===== src/rtl/core/lci_sqrt_cell.sv =====
`default_nettype none

// One digit of a restoring square root: takes the top two radicand bits,
// decides one root bit and hands the partial state to the next cell.
module lci_sqrt_cell #(
    parameter int RW    = 24,
    parameter int TAG_W = 8
) (
    input  wire logic             i_clk,
    input  wire logic             i_rst_n,
    input  wire logic             i_en,
    input  wire logic             i_valid,
    input  wire logic [2*RW-1:0]  i_rad,
    input  wire logic [RW+1:0]    i_rem,
    input  wire logic [RW-1:0]    i_root,
    input  wire logic [TAG_W-1:0] i_tag,
    output logic                  o_valid,
    output logic [2*RW-1:0]       o_rad,
    output logic [RW+1:0]         o_rem,
    output logic [RW-1:0]         o_root,
    output logic [TAG_W-1:0]      o_tag
);

    logic             r_valid;
    logic [2*RW-1:0]  r_rad;
    logic [RW+1:0]    r_rem;
    logic [RW-1:0]    r_root;
    logic [TAG_W-1:0] r_tag;

    logic [2*RW-1:0]  n_rad;
    logic [RW+1:0]    n_rem;
    logic [RW-1:0]    n_root;
    logic [RW+1:0]    w_shift;
    logic [RW+1:0]    w_trial;
    logic             w_ge;

    // Bring down the next bit pair and try to subtract 4*root + 1.
    always_comb begin
        w_shift = {i_rem[RW-1:0], i_rad[2*RW-1 -: 2]};
        w_trial = {i_root, 2'b01};
        w_ge    = (w_shift >= w_trial);
        n_rem   = w_ge ? (w_shift - w_trial) : w_shift;
        n_root  = {i_root[RW-2:0], w_ge};
        n_rad   = {i_rad[2*RW-3:0], 2'b00};
    end

    always_ff @(posedge i_clk) begin
        if (!i_rst_n) begin
            r_valid <= 1'b0;
        end else if (i_en) begin
            r_valid <= i_valid;
        end
    end

    always_ff @(posedge i_clk) begin
        if (i_en) begin
            r_rad  <= n_rad;
            r_rem  <= n_rem;
            r_root <= n_root;
            r_tag  <= i_tag;
        end
    end

    assign o_valid = r_valid;
    assign o_rad   = r_rad;
    assign o_rem   = r_rem;
    assign o_root  = r_root;
    assign o_tag   = r_tag;

endmodule

`default_nettype wire


===== config.mk =====
export PLATFORM = sky130hd
export DESIGN_NAME = lci_sqrt_cell
export DESIGN_NICKNAME = d
export VERILOG_FILES = /design/src/rtl/core/lci_sqrt_cell.sv
export SDC_FILE = /design/constraint.sdc
export NUM_CORES = 1
export LEC_CHECK = 0
export ABC_AREA = 1
export BUFFER_PORTS_ARGS = -buffer_cell sky130_fd_sc_hd__buf_4
export CAP_MARGIN = 20
export CORE_ASPECT_RATIO = 0.7
export CORE_UTILIZATION = 30
export DETAILED_ROUTE_END_ITERATION = 12
export PLACE_DENSITY = 0.56
export SYNTH_ARGS = -nofsm -noshare
export SYNTH_HDL_FRONTEND = slang
export SYNTH_SLANG_ARGS = --single-unit

===== constraint.sdc =====
create_clock -name i_clk -period 3.1 [get_ports i_clk]
set_input_delay 0.775 -clock i_clk [delete_from_list [all_inputs] [get_ports i_clk]]
set_output_delay 0.775 -clock i_clk [all_outputs]
set_load 0.05 [all_outputs]

==> run_results.csv <==
group,metric,value,unit
drt,vias,4633,
synthesis,ys_seq_elements,105,
timing,fin_tns_setup,0,ns
clock_tree,postCtsSetupRepairBufs,0,
drt,drtAntennaViolNets,0,
timing,period_share,76.2,%
die,chipWidth,166,um
final_layout,syn_to_final_growth,38.9,%
drt,wire_per_inst,13.8,um
clock_tree,cts_resized,0,
timing,hold_viol,0,
clock_tree,cts_sinks,105,
worst_hold_path,hold_end,"o_valid$_SDFFE_PN0P_",
timing,grt_setup_unrepaired,"no",
clock_tree,clk_latency,0.36,ns
timing,setup_slack,0.737,ns
critical_path,worst_r2r_startpoint,"o_valid$_SDFFE_PN0P_",
final_layout,diodes,0,
timing,worst_pin_slew,0.652,ns
synthesis,synth_cells,617,
die,rows,41,
die,dieArea,19500,um^2
place,post-dp-hpwl,11700,um
drt,drt_pass1_iterations,9,
critical_path,ff2ff_path_depth,2,
synthesis,yosysWarnings,0,
timing,period_minus_slack,2.36,ns
critical_path,cp-start-kind,"primary input",
die,initial_core_util,31.1,%
place,place_congestion,0.868,
run_status,violations,"DRC",
place,portBuffers,212,
drt,vias_per_cell,4.29,
timing,maxSlewViolCount,0,
die,coreArea,18300,um^2
synthesis,synth_top_area_share,55.0,%
die,top_level_ports,217,
worst_hold_path,min_path_cells,2,
timing,slew-limit-headroom,56.5,%
grt,grt_pass1_wl,23100,um
synthesis,synth_common_cells,"nand2_1 (205), inv_1 (129), edfxtp_1 (104)",
critical_path,arrival,2.46,ns
drt,wl,14900,um
job,drv_cap,0,
clock_tree,tritoncts,"built",
critical_path,worstPathRequired,3.20,ns
drt,drc,21,
clock_tree,cts-root-buf,"clkbuf_16",
synthesis,synth_area_leaders,"edfxtp_1 (55%), nand2_1 (14%), inv_1 (8.5%)",
die,die_height,117,um
grt,grt_pass1_vias,4415,
synthesis,seq_area_frac_synth,55.4,%
power,p_per_area,534,nW/um^2
power,combPwrFrac,31.5,%
timing,max_freq,0.423,GHz
drt,dr.first_iter.drc_count,266,
synthesis,syn-cell-area,5670,um^2
synthesis,ys_types,32,
clock_tree,cts_buffers,9,
critical_path,end_kind,"flip-flop",
power,sw_frac_of_total,35.6,%
timing,finalSetupViolations,0,
synthesis,synthArstFlopShare,0,%
critical_path,crit-reg2reg-capture,"o_valid$_SDFFE_PN0P_",
run_status,outcome,"complete, but fails checks",
grt,antenna_found_initial,0,
power,power.net_switching,1.50,mW
synthesis,synth-main-ff-cell,"edfxtp_1",
final_layout,drive_gt1_share,30.8,%
place,dp_worst_setup_slack,0.348,ns
power,p_leak,3.96,nW
power,pwr-share-seq,41.7,%
critical_path,rrSetupSlack,2.46,ns
critical_path,crit_path_max_fanout,10,
clock_tree,cts_buffer_depth,2,
power,clockPowerShare,26.8,%
grt,grt_remaining_overflow,0,
power,internal_power,2.71,mW
clock_tree,htree_levels,3,
clock_tree,clkTransAtPathRegs,0.08,ns
timing,worst_clock_skew,0,ns
grt,grt_usage,15.6,%
synthesis,synth-edff-count,104,
synthesis,synth.avg_cell_area,9.20,um^2
power,vdd_drop_max,259,uV
synthesis,synth.most_common_cell,"nand2_1",
critical_path,crit_type,"in -> reg",
power,fin_total_pwr,4.21,mW
clock_tree,hold_buffers,0,
worst_hold_path,hold_path_class,"reg -> reg",
grt,grt_start_max_net_pins,107,
worst_hold_path,hold_start,"o_valid$_SDFFE_PN0P_",
final_layout,fin_nets,976,
synthesis,yosysTopAreaCell,"edfxtp_1",
==> power groups by stage <==
stage               sequential, mW  clock (mW)  combinational [mW]
floorplan                     2.27           0               0.389
global placement              1.79           0                1.33
detailed placement            1.79           0                1.33
CTS                           1.76        1.18                1.33
global route                  1.77        1.22                1.43
finish                        1.76        1.13                1.33
==> worst max-delay path: stages <==
cell	delay, ns
buf_4	0.09
inv_1	0.04
ha_1	0.34
nand2_2	0.13
nor2_4	0.15
inv_2	0.05
nor3b_4	0.24
nand3_4	0.22
buf_4	0.24
nand4_1	0.09
nand2_1	0.10
==> placed cells by master (no fill, tap or decap) <==
cell type     n
inv_8         3
a21oi_4       1
o21ai_2       8
xor2_1       13
nor2_1       28
buf_12        3
nand2_2       5
inv_6         1
clkbuf_16     9
o21bai_1      2
conb_1        2
nand4_1      23
nor2_4        1
nand3_1      26
dfxtp_1       1
nand3_2       1
ha_1         26
edfxtp_1    104
nand2_1     205
nor2_2        4
clkbuf_1      1
a21oi_1      14
xnor2_1       1
buf_4       216
nand3b_1      4
clkinvlp_4    2
o21ai_1       2
nand3_4       2
o21ai_0       3
nor3b_4       1
nand2_4       1
inv_2         1
and2_1        1
inv_1       129
or2_2         1
==> state kept, by name, indices dropped and copies added, names as in the netlist <==
name and cells:
o_rad 46, o_rem 26, o_root 24, o_tag 8, o_valid 1
==> per-stage QoR <==
step	hold slack [ns]	std cells	cell area, um^2	utilization, %
finish	0.543	1081	7880	43.1
detailed placement	0.533	1065	7590	41.6
floorplan	0.753	618	5680	-
global route	0.562	1081	7880	43.1
CTS	0.545	1081	7880	43.1
global placement	0.537	1065	7590	41.6
==> final cells by class <==
cell class              instances  area, um^2
repair buffers                219        1680
fillers                      1848       10400
clock inverters                 6        57.6
multi-input cells             375        1990
inverters                     130         488
clock buffers                  10         229
flip-flops and latches        105        3140
well taps                     236         295
==> how the worst max path moves through the flow <==
stage	startpoint	to	slack, ns	cells after the start
final	i_root[4]	o_rem[25]$_DFFE_PP_	0.74	11
after floorplan	i_root[15]	o_rem[7]$_DFFE_PP_	0.69	11
after global routing	i_root[19]	o_rem[21]$_DFFE_PP_	0.60	12
after CTS	i_root[4]	o_rem[21]$_DFFE_PP_	0.74	12
after global placement	i_root[4]	o_rem[25]$_DFFE_PP_	0.38	11
after detailed placement	i_root[4]	o_rem[25]$_DFFE_PP_	0.35	11
==> cell families after synthesis <==
family | count (synthesis) | share of synthesized area, %
DFF | 105 | 55.4
xor gates and xnor gates | 14 | 2.16
adders and majority gates | 26 | 5.73
buffers and inverters | 138 | 9.68
other | 1 | 0.0661
and+or+nand+nor | 303 | 23.5
AOI/OAI and AO/OA | 30 | 3.46
==> metal layers <==
layer,vias to the layer above,global-route usage (%),wire length [um]
met5,-,0,0
met4,0,3.70,122
met3,11,5.72,1450
met2,178,22.4,5810
met1,2031,22.3,7550
li1,2413,-,-
Power figures use the tool's default switching activity.
