==> src/rtl/core/lci_div_cell.sv <==
`default_nettype none

// One quotient bit of two restoring dividers that share a divisor. The
// dividend shifts out at the top while quotient bits shift in at the bottom.
module lci_div_cell #(
    parameter int DW    = 32,
    parameter int NW    = 48,
    parameter int TAG_W = 8
) (
    input  wire logic             i_clk,
    input  wire logic             i_rst_n,
    input  wire logic             i_en,
    input  wire logic             i_valid,
    input  wire logic [DW-1:0]    i_den,
    input  wire logic [DW-1:0]    i_rem_p,
    input  wire logic [NW-1:0]    i_nq_p,
    input  wire logic [DW-1:0]    i_rem_m,
    input  wire logic [NW-1:0]    i_nq_m,
    input  wire logic [TAG_W-1:0] i_tag,
    output logic                  o_valid,
    output logic [DW-1:0]         o_den,
    output logic [DW-1:0]         o_rem_p,
    output logic [NW-1:0]         o_nq_p,
    output logic [DW-1:0]         o_rem_m,
    output logic [NW-1:0]         o_nq_m,
    output logic [TAG_W-1:0]      o_tag
);

    logic             r_valid;
    logic [DW-1:0]    r_den;
    logic [DW-1:0]    r_rem_p;
    logic [NW-1:0]    r_nq_p;
    logic [DW-1:0]    r_rem_m;
    logic [NW-1:0]    r_nq_m;
    logic [TAG_W-1:0] r_tag;

    logic [DW-1:0]    n_rem_p;
    logic [NW-1:0]    n_nq_p;
    logic [DW-1:0]    n_rem_m;
    logic [NW-1:0]    n_nq_m;

    // One restoring step: returns the new remainder and dividend/quotient word.
    function automatic logic [DW+NW-1:0] div_step(input logic [DW-1:0] rem,
                                                  input logic [NW-1:0] nq,
                                                  input logic [DW-1:0] den);
        logic [DW-1:0] sh;
        logic          ge;
        sh = {rem[DW-2:0], nq[NW-1]};
        ge = (sh >= den);
        return {(ge ? (sh - den) : sh), nq[NW-2:0], ge};
    endfunction

    always_comb begin
        {n_rem_p, n_nq_p} = div_step(i_rem_p, i_nq_p, i_den);
        {n_rem_m, n_nq_m} = div_step(i_rem_m, i_nq_m, i_den);
    end

    always_ff @(posedge i_clk) begin
        if (!i_rst_n) begin
            r_valid <= 1'b0;
        end else if (i_en) begin
            r_valid <= i_valid;
        end
    end

    always_ff @(posedge i_clk) begin
        if (i_en) begin
            r_den   <= i_den;
            r_rem_p <= n_rem_p;
            r_nq_p  <= n_nq_p;
            r_rem_m <= n_rem_m;
            r_nq_m  <= n_nq_m;
            r_tag   <= i_tag;
        end
    end

    assign o_valid = r_valid;
    assign o_den   = r_den;
    assign o_rem_p = r_rem_p;
    assign o_nq_p  = r_nq_p;
    assign o_rem_m = r_rem_m;
    assign o_nq_m  = r_nq_m;
    assign o_tag   = r_tag;

endmodule

`default_nettype wire

==> config.mk <==
export PLATFORM = sky130hd
export DESIGN_NAME = lci_div_cell
export DESIGN_NICKNAME = d
export VERILOG_FILES = /design/src/rtl/core/lci_div_cell.sv
export SDC_FILE = /design/constraint.sdc
export NUM_CORES = 1
export LEC_CHECK = 0
export BUFFER_PORTS_ARGS = -buffer_cell sky130_fd_sc_hd__buf_4
export CAP_MARGIN = 20
export CORE_AREA = 2 2 158 160
export DETAILED_ROUTE_END_ITERATION = 12
export DIE_AREA = 0 0 160 162
export GPL_TIMING_DRIVEN = 1
export PLACE_DENSITY = 0.73
export SKIP_CTS_REPAIR_TIMING = 1
export SLEW_MARGIN = 20
export SYNTH_ARGS = -nofsm -noshare
export SYNTH_HDL_FRONTEND = slang
export SYNTH_SLANG_ARGS = --single-unit
export TNS_END_PERCENT = 50
==> constraint.sdc <==
create_clock -name i_clk -period 6.7 [get_ports i_clk]
set_input_delay 0.67 -clock i_clk [delete_from_list [all_inputs] [get_ports i_clk]]
set_output_delay 0.67 -clock i_clk [all_outputs]
set_load 0.1 [all_outputs]
==> results.ini, run 1 <==
[floorplan]
rows = 57
die_w_um = 160
die-area_um2 = 25900
start_util_pct = 44.0
core-area_um2 = 24100
chipHeight_um = 162
io_pins = 405

[timing]
slew_violations = 0
hold_viol = 0
fin_setup_tns_ns = 0
max_freq_mhz = 269
min_period_ns = 3.71
tightestPinTransition_ns = 0.937
finalClockSkew_ns = 0
rsz0062_at_grt = no
setup_viol_count_final = 0
slew_headroom_pct = 37.5
finalCritPeriodShare_pct = 55.4

[synthesis]
syn-num-nets = 1205
ys_seq_area_share_pct = 56.8
synth-warning-count = 0
syn-cell-area_um2 = 10600
synth_flop_cell = edfxtp_1
synth-edff-count = 200
syn_avg_cell_area_um2 = 11.4
async_reset_ff_share_pct = 0
ys_ff_latch = 201
synth_cells = 935
synth_cell_types = 69

[setup_path]
endpoint_kind = register
path_class = input port to register
crit_arrival_ns = 3.97
worstSetupStartpointType = input port
worstPathCellList = buf_4 > ha_1 > fa_1 > nor2b_1 > o2111ai_1 > a31oi_1 > a21oi_1 > a21oi_1 > o21ai_4 > buf_4 > inv_1 > mux2_2
critPathSlowestCell = a31oi_1
critPathMaxStageDelay_ns = 0.56
path_max_fanout = 61
crit_required_ns = 6.95

[grt]
grt_max_degree = 76
gr-usage-met2_pct = 44.9
grt_overflow_total = 0
met1_usage_pct = 31.3
grt_use_met3_pct = 4.75
grt_pass1_vias = 8670
antenna_found_initial = 5
grt_pass1_wl_mm = 50.3
grt.total_usage_pct = 25.3
top_usage_layer = met2

[detailed_routing]
ant_nets = 0
viasPerCell = 5.38
firstDrtPassIters = 5
wl_per_cell_um = 20.5
wirelength_mm = 34.3
initialDrtViolationCount = 697
vias = 9000
drc = 0

[hold_path]
hold_class = input port to register

[pwr]
p_leak_nw = 6.38
powerDensity_nw_per_um2 = 306
ir_drop_uv = 195
finalPower_mw = 4.50

[clock_tree]
clock_latency_ns = 0.51
cts_tree = yes
cts.htree.levels = 1
cts_root_buf = clkbuf_16
cts_buffers = 23
cts.reportedPaths.clkPinSlew_ns = 0.06
clock_path_buffers = 3
cts.sinks = 201

[flow_run]
drv_cap = 0

[layout]
fillers = 2057
stdcell_area_um2 = 14700
final_util_pct = 60.9
syn_to_final_growth_pct = 38.2
nNetsFinal = 1599
drive_gt1_share_pct = 34.3

[placed_design]
hpwlAfterDp_mm = 27.0
port_buffers = 402
postPlaceCellArea_um2 = 13900
gp_congestion = 0.961

[run_status]
run_status = complete, no violations

## synth_stat cells, types with 7 or more instances
| library cell | n | share of area, % |
|---|---|---|
| inv_1 | 53 | 1.9 |
| xor2_1 | 22 | 1.8 |
| a21o_1 | 27 | 1.9 |
| nor2b_1 | 13 | 0.77 |
| nor2_1 | 43 | 1.5 |
| clkbuf_1 | 28 | 0.99 |
| edfxtp_1 | 200 | 57 |
| nand2_1 | 108 | 3.8 |
| and3_1 | 8 | 0.47 |
| ha_1 | 64 | 7.5 |
| nand3_1 | 13 | 0.61 |
| nor3_1 | 14 | 0.66 |
| buf_2 | 7 | 0.33 |
| xnor2_1 | 28 | 2.3 |
| nand4_1 | 20 | 1.2 |
| o21ai_0 | 90 | 4.2 |
| a21oi_1 | 59 | 2.8 |
| o21a_1 | 9 | 0.64 |
| a31oi_1 | 10 | 0.59 |
## cell type report
cell class | count | area [um2] | area share (%)
antenna | 3 | 7.51 | 0.0512
multi-input combinational | 643 | 4240 | 28.9
timing repair buffer | 406 | 3050 | 20.8
inverter | 54 | 203 | 1.38
clock inverter | 14 | 140 | 0.955
sequential | 201 | 6030 | 41.1
tap | 324 | 405 | 2.76
clock buffer | 28 | 594 | 4.05
## critical path, delay by kind of cell
kind | cells | cell delay (ns)
AO/OA/AOI/OAI | 5 | 1.42
buffers and inverters | 3 | 0.69
adder cells (fa/ha/maj) | 2 | 0.63
multiplexers | 1 | 0.36
AND/OR/NAND/NOR | 1 | 0.18
## report_power, final
| group | internal, mW | switching [mW] | leakage, nW |
|---|---|---|---|
| registers | 1.53 | 0.0345 | 1.96 |
| logic | 0.407 | 1.29 | 4.07 |
| clock network | 0.714 | 0.514 | 0.348 |
| total | 2.66 | 1.84 | 6.38 |
## worst paths after layout
check,startpoint,endpoint,slack [ns],cells after the start
setup / recovery,i_den[0],o_rem_p[22],2.99,12
hold / removal,i_nq_m[38],o_nq_m[39],0.33,1
setup reg to reg,o_valid,o_valid,6.06,2
hold reg to reg,o_valid,o_valid,0.57,2
## cells by family after synthesis
family,count (synthesis),share of synthesized area (%)
AND/OR/NAND/NOR,261,11.9
AO/OA/AOI/OAI,260,15.3
flip-flops,201,56.8
buffers and inverters,91,3.37
adder cells (fa/ha/maj),66,7.92
XOR/XNOR,50,4.13
multiplexers,6,0.613
## per-stage QoR
stage               hold slack, ns  cells  worst slack (ns)
floorplan                    0.769    935              3.55
global placement             0.506   1628              2.58
detailed placement           0.540   1628              2.51
CTS                          0.312   1670              3.06
global route                 0.310   1673              2.82
finish                       0.330   1673              2.99
## registers in the layout, indices dropped and copies added (netlist names)
signal	cells
o_nq_m	48
o_nq_p	48
o_den	32
o_rem_m	32
o_rem_p	32
o_tag	8
o_valid	1
## placed cells by master, fill, tap and decap left out, types with 6 or more instances in the layout
cell	n
xor2_1	22
nor3_1	14
a211oi_1	6
a21oi_1	59
clkbuf_16	23
or3_1	6
a21o_1	27
and3_1	8
xnor2_1	28
a31oi_1	10
inv_1	53
nor2b_1	13
nand2_1	108
ha_1	64
o21a_1	9
nand4_1	20
nand3_1	13
nor4_1	6
o21bai_1	6
edfxtp_1	200
nor2_1	43
o21ai_0	90
buf_4	405
## routing by layer
layer | wire length [um] | part of all wire (%)
met5 | 0 | 0
met4 | 1060 | 3.1
met3 | 2530 | 7.4
met2 | 17100 | 50
met1 | 13600 | 40
Note: power is estimated with default switching activity, not from simulation.
==> run 2: changes to the inputs <==
--- a/config.mk
+++ b/config.mk
@@ -7,11 +7,10 @@
 export LEC_CHECK = 0
 export BUFFER_PORTS_ARGS = -buffer_cell sky130_fd_sc_hd__buf_4
 export CAP_MARGIN = 20
-export CORE_AREA = 2 2 158 160
+export CORE_UTILIZATION = 45
 export DETAILED_ROUTE_END_ITERATION = 12
-export DIE_AREA = 0 0 160 162
 export GPL_TIMING_DRIVEN = 1
-export PLACE_DENSITY = 0.73
+export PLACE_DENSITY = 0.77
 export SKIP_CTS_REPAIR_TIMING = 1
 export SLEW_MARGIN = 20
 export SYNTH_ARGS = -nofsm -noshare
==> constraint.sdc (replaced) <==
create_clock -name i_clk -period 3.4 [get_ports i_clk]
set_input_delay 0.34 -clock i_clk [delete_from_list [all_inputs] [get_ports i_clk]]
set_output_delay 0.34 -clock i_clk [all_outputs]
set_load 0.1 [all_outputs]
==> run 2 against run 1 <==
Net effect:
- the run now ends with negative hold slack left
- sequential share of layout area shrank 2.2 points
- die area fell by 6.6%
- first-iteration DRC count decreased by 10%
- count of clock-buffer cells in the layout down 2
- critical path depth unchanged
- worst setup slack got worse by 2.7 ns
- via count grew 4.0%
- final area up 5.6%
- worst hold slack worse by 0.33 ns
- sequential cell count unchanged
- combinational power grew 100%
- clock skew did not move
- largest cell class unchanged
- highest routed layer unchanged
==> results.ini, run 2 (synthesis gave the netlist of run 1 again) <==
[run_status]
run_status = complete, but fails checks
violations = negative hold slack

[setup_path]
worstPathCellList = dlygate4sd3_1 > buf_4 > inv_1 > ha_1 > nand4_1 > nor2_1 > and3_1 > nand3_1 > a21oi_1 > o21ai_4 > inv_1 > mux2_2
crit_top_cell = inv_1
crit_cells = 12
path_class = input port to register
crit_required_ns = 3.68
path_max_fanout = 15
worstSetupStartpointType = input port
crit_arrival_ns = 3.41
critPathMaxStageDelay_ns = 0.53
worst-path-buf-inv = 4
endpoint_kind = register
critPathSlowestCell = dlygate4sd3_1
critPathTopFamily = buffers and inverters
reg2reg_depth = 2

[pwr]
switching_share_pct = 40.1
powerDensity_nw_per_um2 = 590
ir_drop_uv = 358
p_leak_nw = 6.78
combinationalPowerShare_pct = 37.8
power.switching_mw = 3.67
internal_power_mw = 5.48
clkPwrFrac_pct = 28.2
power_frac_seq_pct = 34.0

[grt]
gr-usage-met2_pct = 48.5
grt.total_usage_pct = 27.5
top_usage_layer = met2
grt_use_met3_pct = 5.53
grt_pass1_vias = 8656
grt_max_degree = 86
grt_pass1_wl_mm = 49.7
met1_usage_pct = 32.9
grt_overflow_total = 0
antenna_found_initial = 1

[timing]
min_period_ns = 3.14
setup_viol_count_final = 0
rsz0062_at_grt = no
slew_headroom_pct = 52.0
finalCritPeriodShare_pct = 92.2
tightestPinTransition_ns = 0.720
fin_setup_tns_ns = 0
holdWs_ns = -0.00177
hold_viol = 1
finalClockSkew_ns = 0
max_freq_mhz = 319
slew_violations = 0

[detailed_routing]
vias = 9357
firstDrtPassIters = 5
initialDrtViolationCount = 624
viasPerCell = 5.38
ant_nets = 0
wirelength_mm = 36.8
drc = 0
wl_per_cell_um = 21.2

[layout]
syn_to_final_growth_pct = 46.0
nNetsFinal = 1681
fin_cells = 1740
final_common_cell = buf_4
final_util_pct = 67.6
drive_gt1_share_pct = 33.7
fillers = 1759
layout_common_cells = 422 x buf_4, 200 x edfxtp_1, 108 x nand2_1

[hold_path]
hold_depth = 1
hold_class = input port to register

[floorplan]
die-area_um2 = 24200
core-area_um2 = 22900
io_pins = 405
start_util_pct = 46.3
rows = 55
chipHeight_um = 156
die_w_um = 156

[clock_tree]
cts.reportedPaths.clkPinSlew_ns = 0.07
clock_path_buffers = 3
cts_tree = yes
cts.htree.levels = 1
cts_root_buf = clkbuf_16
cts.sinks = 201
clock_latency_ns = 0.52
cts_buffers = 22

[placed_design]
dp_cells = 1635
hpwlAfterDp_mm = 27.4
port_buffers = 402
gp_congestion = 0.951

[flow_run]
drv_cap = 0

==> run 2: changes by cell type in the layout (fill, tap and decap cells not counted) <==
| cell | delta |
|---|---|
| dlygate4sd3_1 | +65 |
| buf_4 | +17 |
| clkbuf_1 | -4 |
| clkinvlp_4 | -3 |
| bufinv_16 | +2 |
| clkbuf_8 | +2 |
| diode_2 | -2 |
| buf_12 | +1 |
| clkinv_1 | +1 |
| clkinv_4 | -1 |
==> run 2: layer usage <==
layer / part of all wire [%] / wire length (um)
met5: 0 / 0
met4: 4.6 / 1680
met3: 7.0 / 2570
met2: 50 / 18300
met1: 39 / 14300
==> run 2: worst paths after layout <==
check        slack [ns]           to  startpoint
max                0.26  o_rem_p[24]   i_den[21]
min              -0.002     o_tag[4]    i_tag[4]
max reg2reg        2.79      o_valid     o_valid
min reg2reg        0.54      o_valid     o_valid
==> run 2: stage by stage <==
stage	power, mW	worst slack (ns)	instance area (um2)	hold WS, ns
6_report	9.15	0.264	15500	-0.00177
5_1_grt	9.44	0.0972	15500	-0.00792
4_1_cts	9.10	0.652	14800	-0.0177
3_5_place_dp	6.52	0.132	14100	0.515
3_3_place_gp	6.49	0.188	14100	0.506
2_1_floorplan	5.63	0.575	10600	0.439
==> run 2: final cells by class <==
type | count | area (um2) | area share [%]
flip-flops and latches | 201 | 6030 | 38.9
multi-input cells | 643 | 4240 | 27.4
repair buffers | 489 | 3850 | 24.9
clock buffers | 26 | 607 | 3.92
well taps | 313 | 392 | 2.53
inverters | 54 | 203 | 1.31
clock inverters | 13 | 173 | 1.11
diodes | 1 | 2.50 | 0.0161
==> run 2: power groups by stage <==
stage / sequential, mW / combinational, mW / clock (mW)
after floorplan: 4.90 / 0.726 / 0
after CTS: 3.10 / 3.38 / 2.62
final: 3.11 / 3.46 / 2.58
after global placement: 3.14 / 3.35 / 0
after global routing: 3.12 / 3.60 / 2.72
after detailed placement: 3.15 / 3.37 / 0
==> run 2: worst register-to-register path: cells and delay by family (launching register included) <==
kind,cells,cell delay [ns]
flip-flops,1,0.31
multiplexers,1,0.14
AND/OR/NAND/NOR,1,0.06
==> run 3: changes to the inputs <==
--- a/config.mk
+++ b/config.mk
@@ -11,6 +11,7 @@
 export DETAILED_ROUTE_END_ITERATION = 12
 export GPL_TIMING_DRIVEN = 1
 export PLACE_DENSITY = 0.77
+export REMOVE_ABC_BUFFERS = 1
 export SKIP_CTS_REPAIR_TIMING = 1
 export SLEW_MARGIN = 20
 export SYNTH_ARGS = -nofsm -noshare
==> run 3 against run 2 <==
Net effect:
- the run still ends with negative hold slack left
- wire length is 4.1% lower
- final cell count is 0.98% lower
- worst hold slack hardly changed
- critical path depth stayed put
- final area is 2.0% lower
- clock skew stayed put
- combinational power hardly changed
- critical endpoint unchanged
- largest cell class unchanged
==> results.ini, run 3 (synthesis gave the netlist of run 1 again) <==
[floorplan]
rows = 55
die-area_um2 = 24200
core-area_um2 = 22900
die_w_um = 156
io_pins = 405
chipHeight_um = 156
start_util_pct = 46.3

[timing]
hold_viol = 1
max_freq_mhz = 325
min_period_ns = 3.07
setup_viol_count_final = 0
tightestPinTransition_ns = 0.667
rsz0062_at_grt = no
slew_headroom_pct = 55.6
slew_violations = 0
holdWs_ns = -0.00172
finalClockSkew_ns = 0
finalCritPeriodShare_pct = 90.4

[clock_tree]
clock_path_buffers = 3
cts_buffers = 23
clock_latency_ns = 0.51
cts_root_buf = clkbuf_16
cts_tree = yes
cts.htree.levels = 1
cts.sinks = 201
cts.reportedPaths.clkPinSlew_ns = 0.06

[pwr]
finalPower_mw = 8.75
clkPwrFrac_pct = 25.4
power.switching_mw = 3.62
power_frac_seq_pct = 35.4
internal_power_mw = 5.13
p_leak_nw = 6.63
switching_share_pct = 41.4
combinationalPowerShare_pct = 39.1
ir_drop_uv = 349
powerDensity_nw_per_um2 = 576

[detailed_routing]
wirelength_mm = 35.3
initialDrtViolationCount = 735
ant_nets = 0
vias = 9297
drc = 0
wl_per_cell_um = 20.5
viasPerCell = 5.40
firstDrtPassIters = 5

[grt]
grt_pass1_wl_mm = 48.7
grt_pass1_vias = 8523
antenna_found_initial = 3
grt_max_degree = 78
grt.total_usage_pct = 26.9
grt_overflow_total = 0

[layout]
syn_to_final_growth_pct = 43.0
final_common_cell = buf_4
drive_gt1_share_pct = 33.9
nNetsFinal = 1662
stdcell_area_um2 = 15200
fillers = 1766
layout_common_cells = 423 x buf_4, 200 x edfxtp_1, 108 x nand2_1

[hold_path]
hold_depth = 1
hold_class = input port to register

[run_status]
violations = negative hold slack
run_status = complete, but fails checks

[setup_path]
worstSetupStartpointType = input port
endpoint_kind = register
path_max_fanout = 9
critPathSlowestCell = dlygate4sd3_1
path_class = input port to register
crit_top_cell = inv_1
worstPathCellList = dlygate4sd3_1 > buf_4 > inv_1 > ha_1 > nand4_1 > nor2_1 > and3_1 > nand3_1 > a21oi_1 > o21ai_4 > inv_1 > mux2_2
reg2reg_depth = 2
critPathMaxStageDelay_ns = 0.53
crit_arrival_ns = 3.34
crit_required_ns = 3.66

[flow_run]
drv_cap = 0

[placed_design]
hpwlAfterDp_mm = 27.4
gp_congestion = 0.908
port_buffers = 402
postPlaceCellArea_um2 = 14100

-- run 3: cell type report --
class	count	area, um2	area share, %
sequential	201	6030	39.7
multi-input combinational	643	4240	27.9
timing repair buffer	469	3650	24.0
clock buffer	29	598	3.94
tap	313	392	2.58
inverter	54	203	1.33
clock inverter	12	67.6	0.445
antenna	2	5.00	0.0330
-- run 3: path summary, 6_finish.rpt --
| check | start | end | slack (ns) |
|---|---|---|---|
| min | i_nq_p[19] | o_nq_p[20] | -0.002 |
| max reg2reg | o_valid | o_valid | 2.79 |
| min reg2reg | o_valid | o_valid | 0.54 |
| max | i_den[20] | o_rem_p[24] | 0.33 |
-- run 3: through the flow --
| stage | hold WS (ns) | TNS (ns) | util [%] | std cells | setup slack [ns] |
|---|---|---|---|---|---|
| finish | -0.00172 | 0 | 66.3 | 1723 | 0.325 |
| CTS | -0.0126 | 0 | 64.3 | 1677 | 0.700 |
| global route | -0.00759 | 0 | 66.2 | 1722 | 0.119 |
| floorplan | 0.439 | -21.45 | - | 898 | -0.983 |
| global placement | 0.508 | 0 | 61.4 | 1636 | 0.141 |
| detailed placement | 0.519 | 0 | 61.4 | 1636 | 0.199 |
-- run 3: routing by layer --
| metal | routed length [um] | vias to the layer above | global-route usage [%] |
|---|---|---|---|
| met5 | 0 | - | 0 |
| met4 | 1110 | 0 | 9.01 |
| met3 | 2380 | 57 | 5.22 |
| met2 | 17900 | 387 | 47.6 |
| met1 | 14000 | 4436 | 32.9 |
| li1 | - | 4417 | - |
-- run 3: worst max-delay path: cells and delay by family --
family,cells,cell delay (ns)
muxes,1,0.36
AOI/OAI and AO/OA,2,0.47
and+or+nand+nor,4,0.80
buffers and inverters,4,0.93
adders and majority gates,1,0.42
-- run 3: power groups by stage --
stage / Clock, mW / Combinational, mW / Sequential [mW]
6_report: 2.23 / 3.43 / 3.10
3_3_place_gp: 0 / 3.34 / 3.14
3_5_place_dp: 0 / 3.36 / 3.15
5_1_grt: 2.35 / 3.56 / 3.12
2_1_floorplan: 0 / 0.714 / 4.90
4_1_cts: 2.26 / 3.37 / 3.10
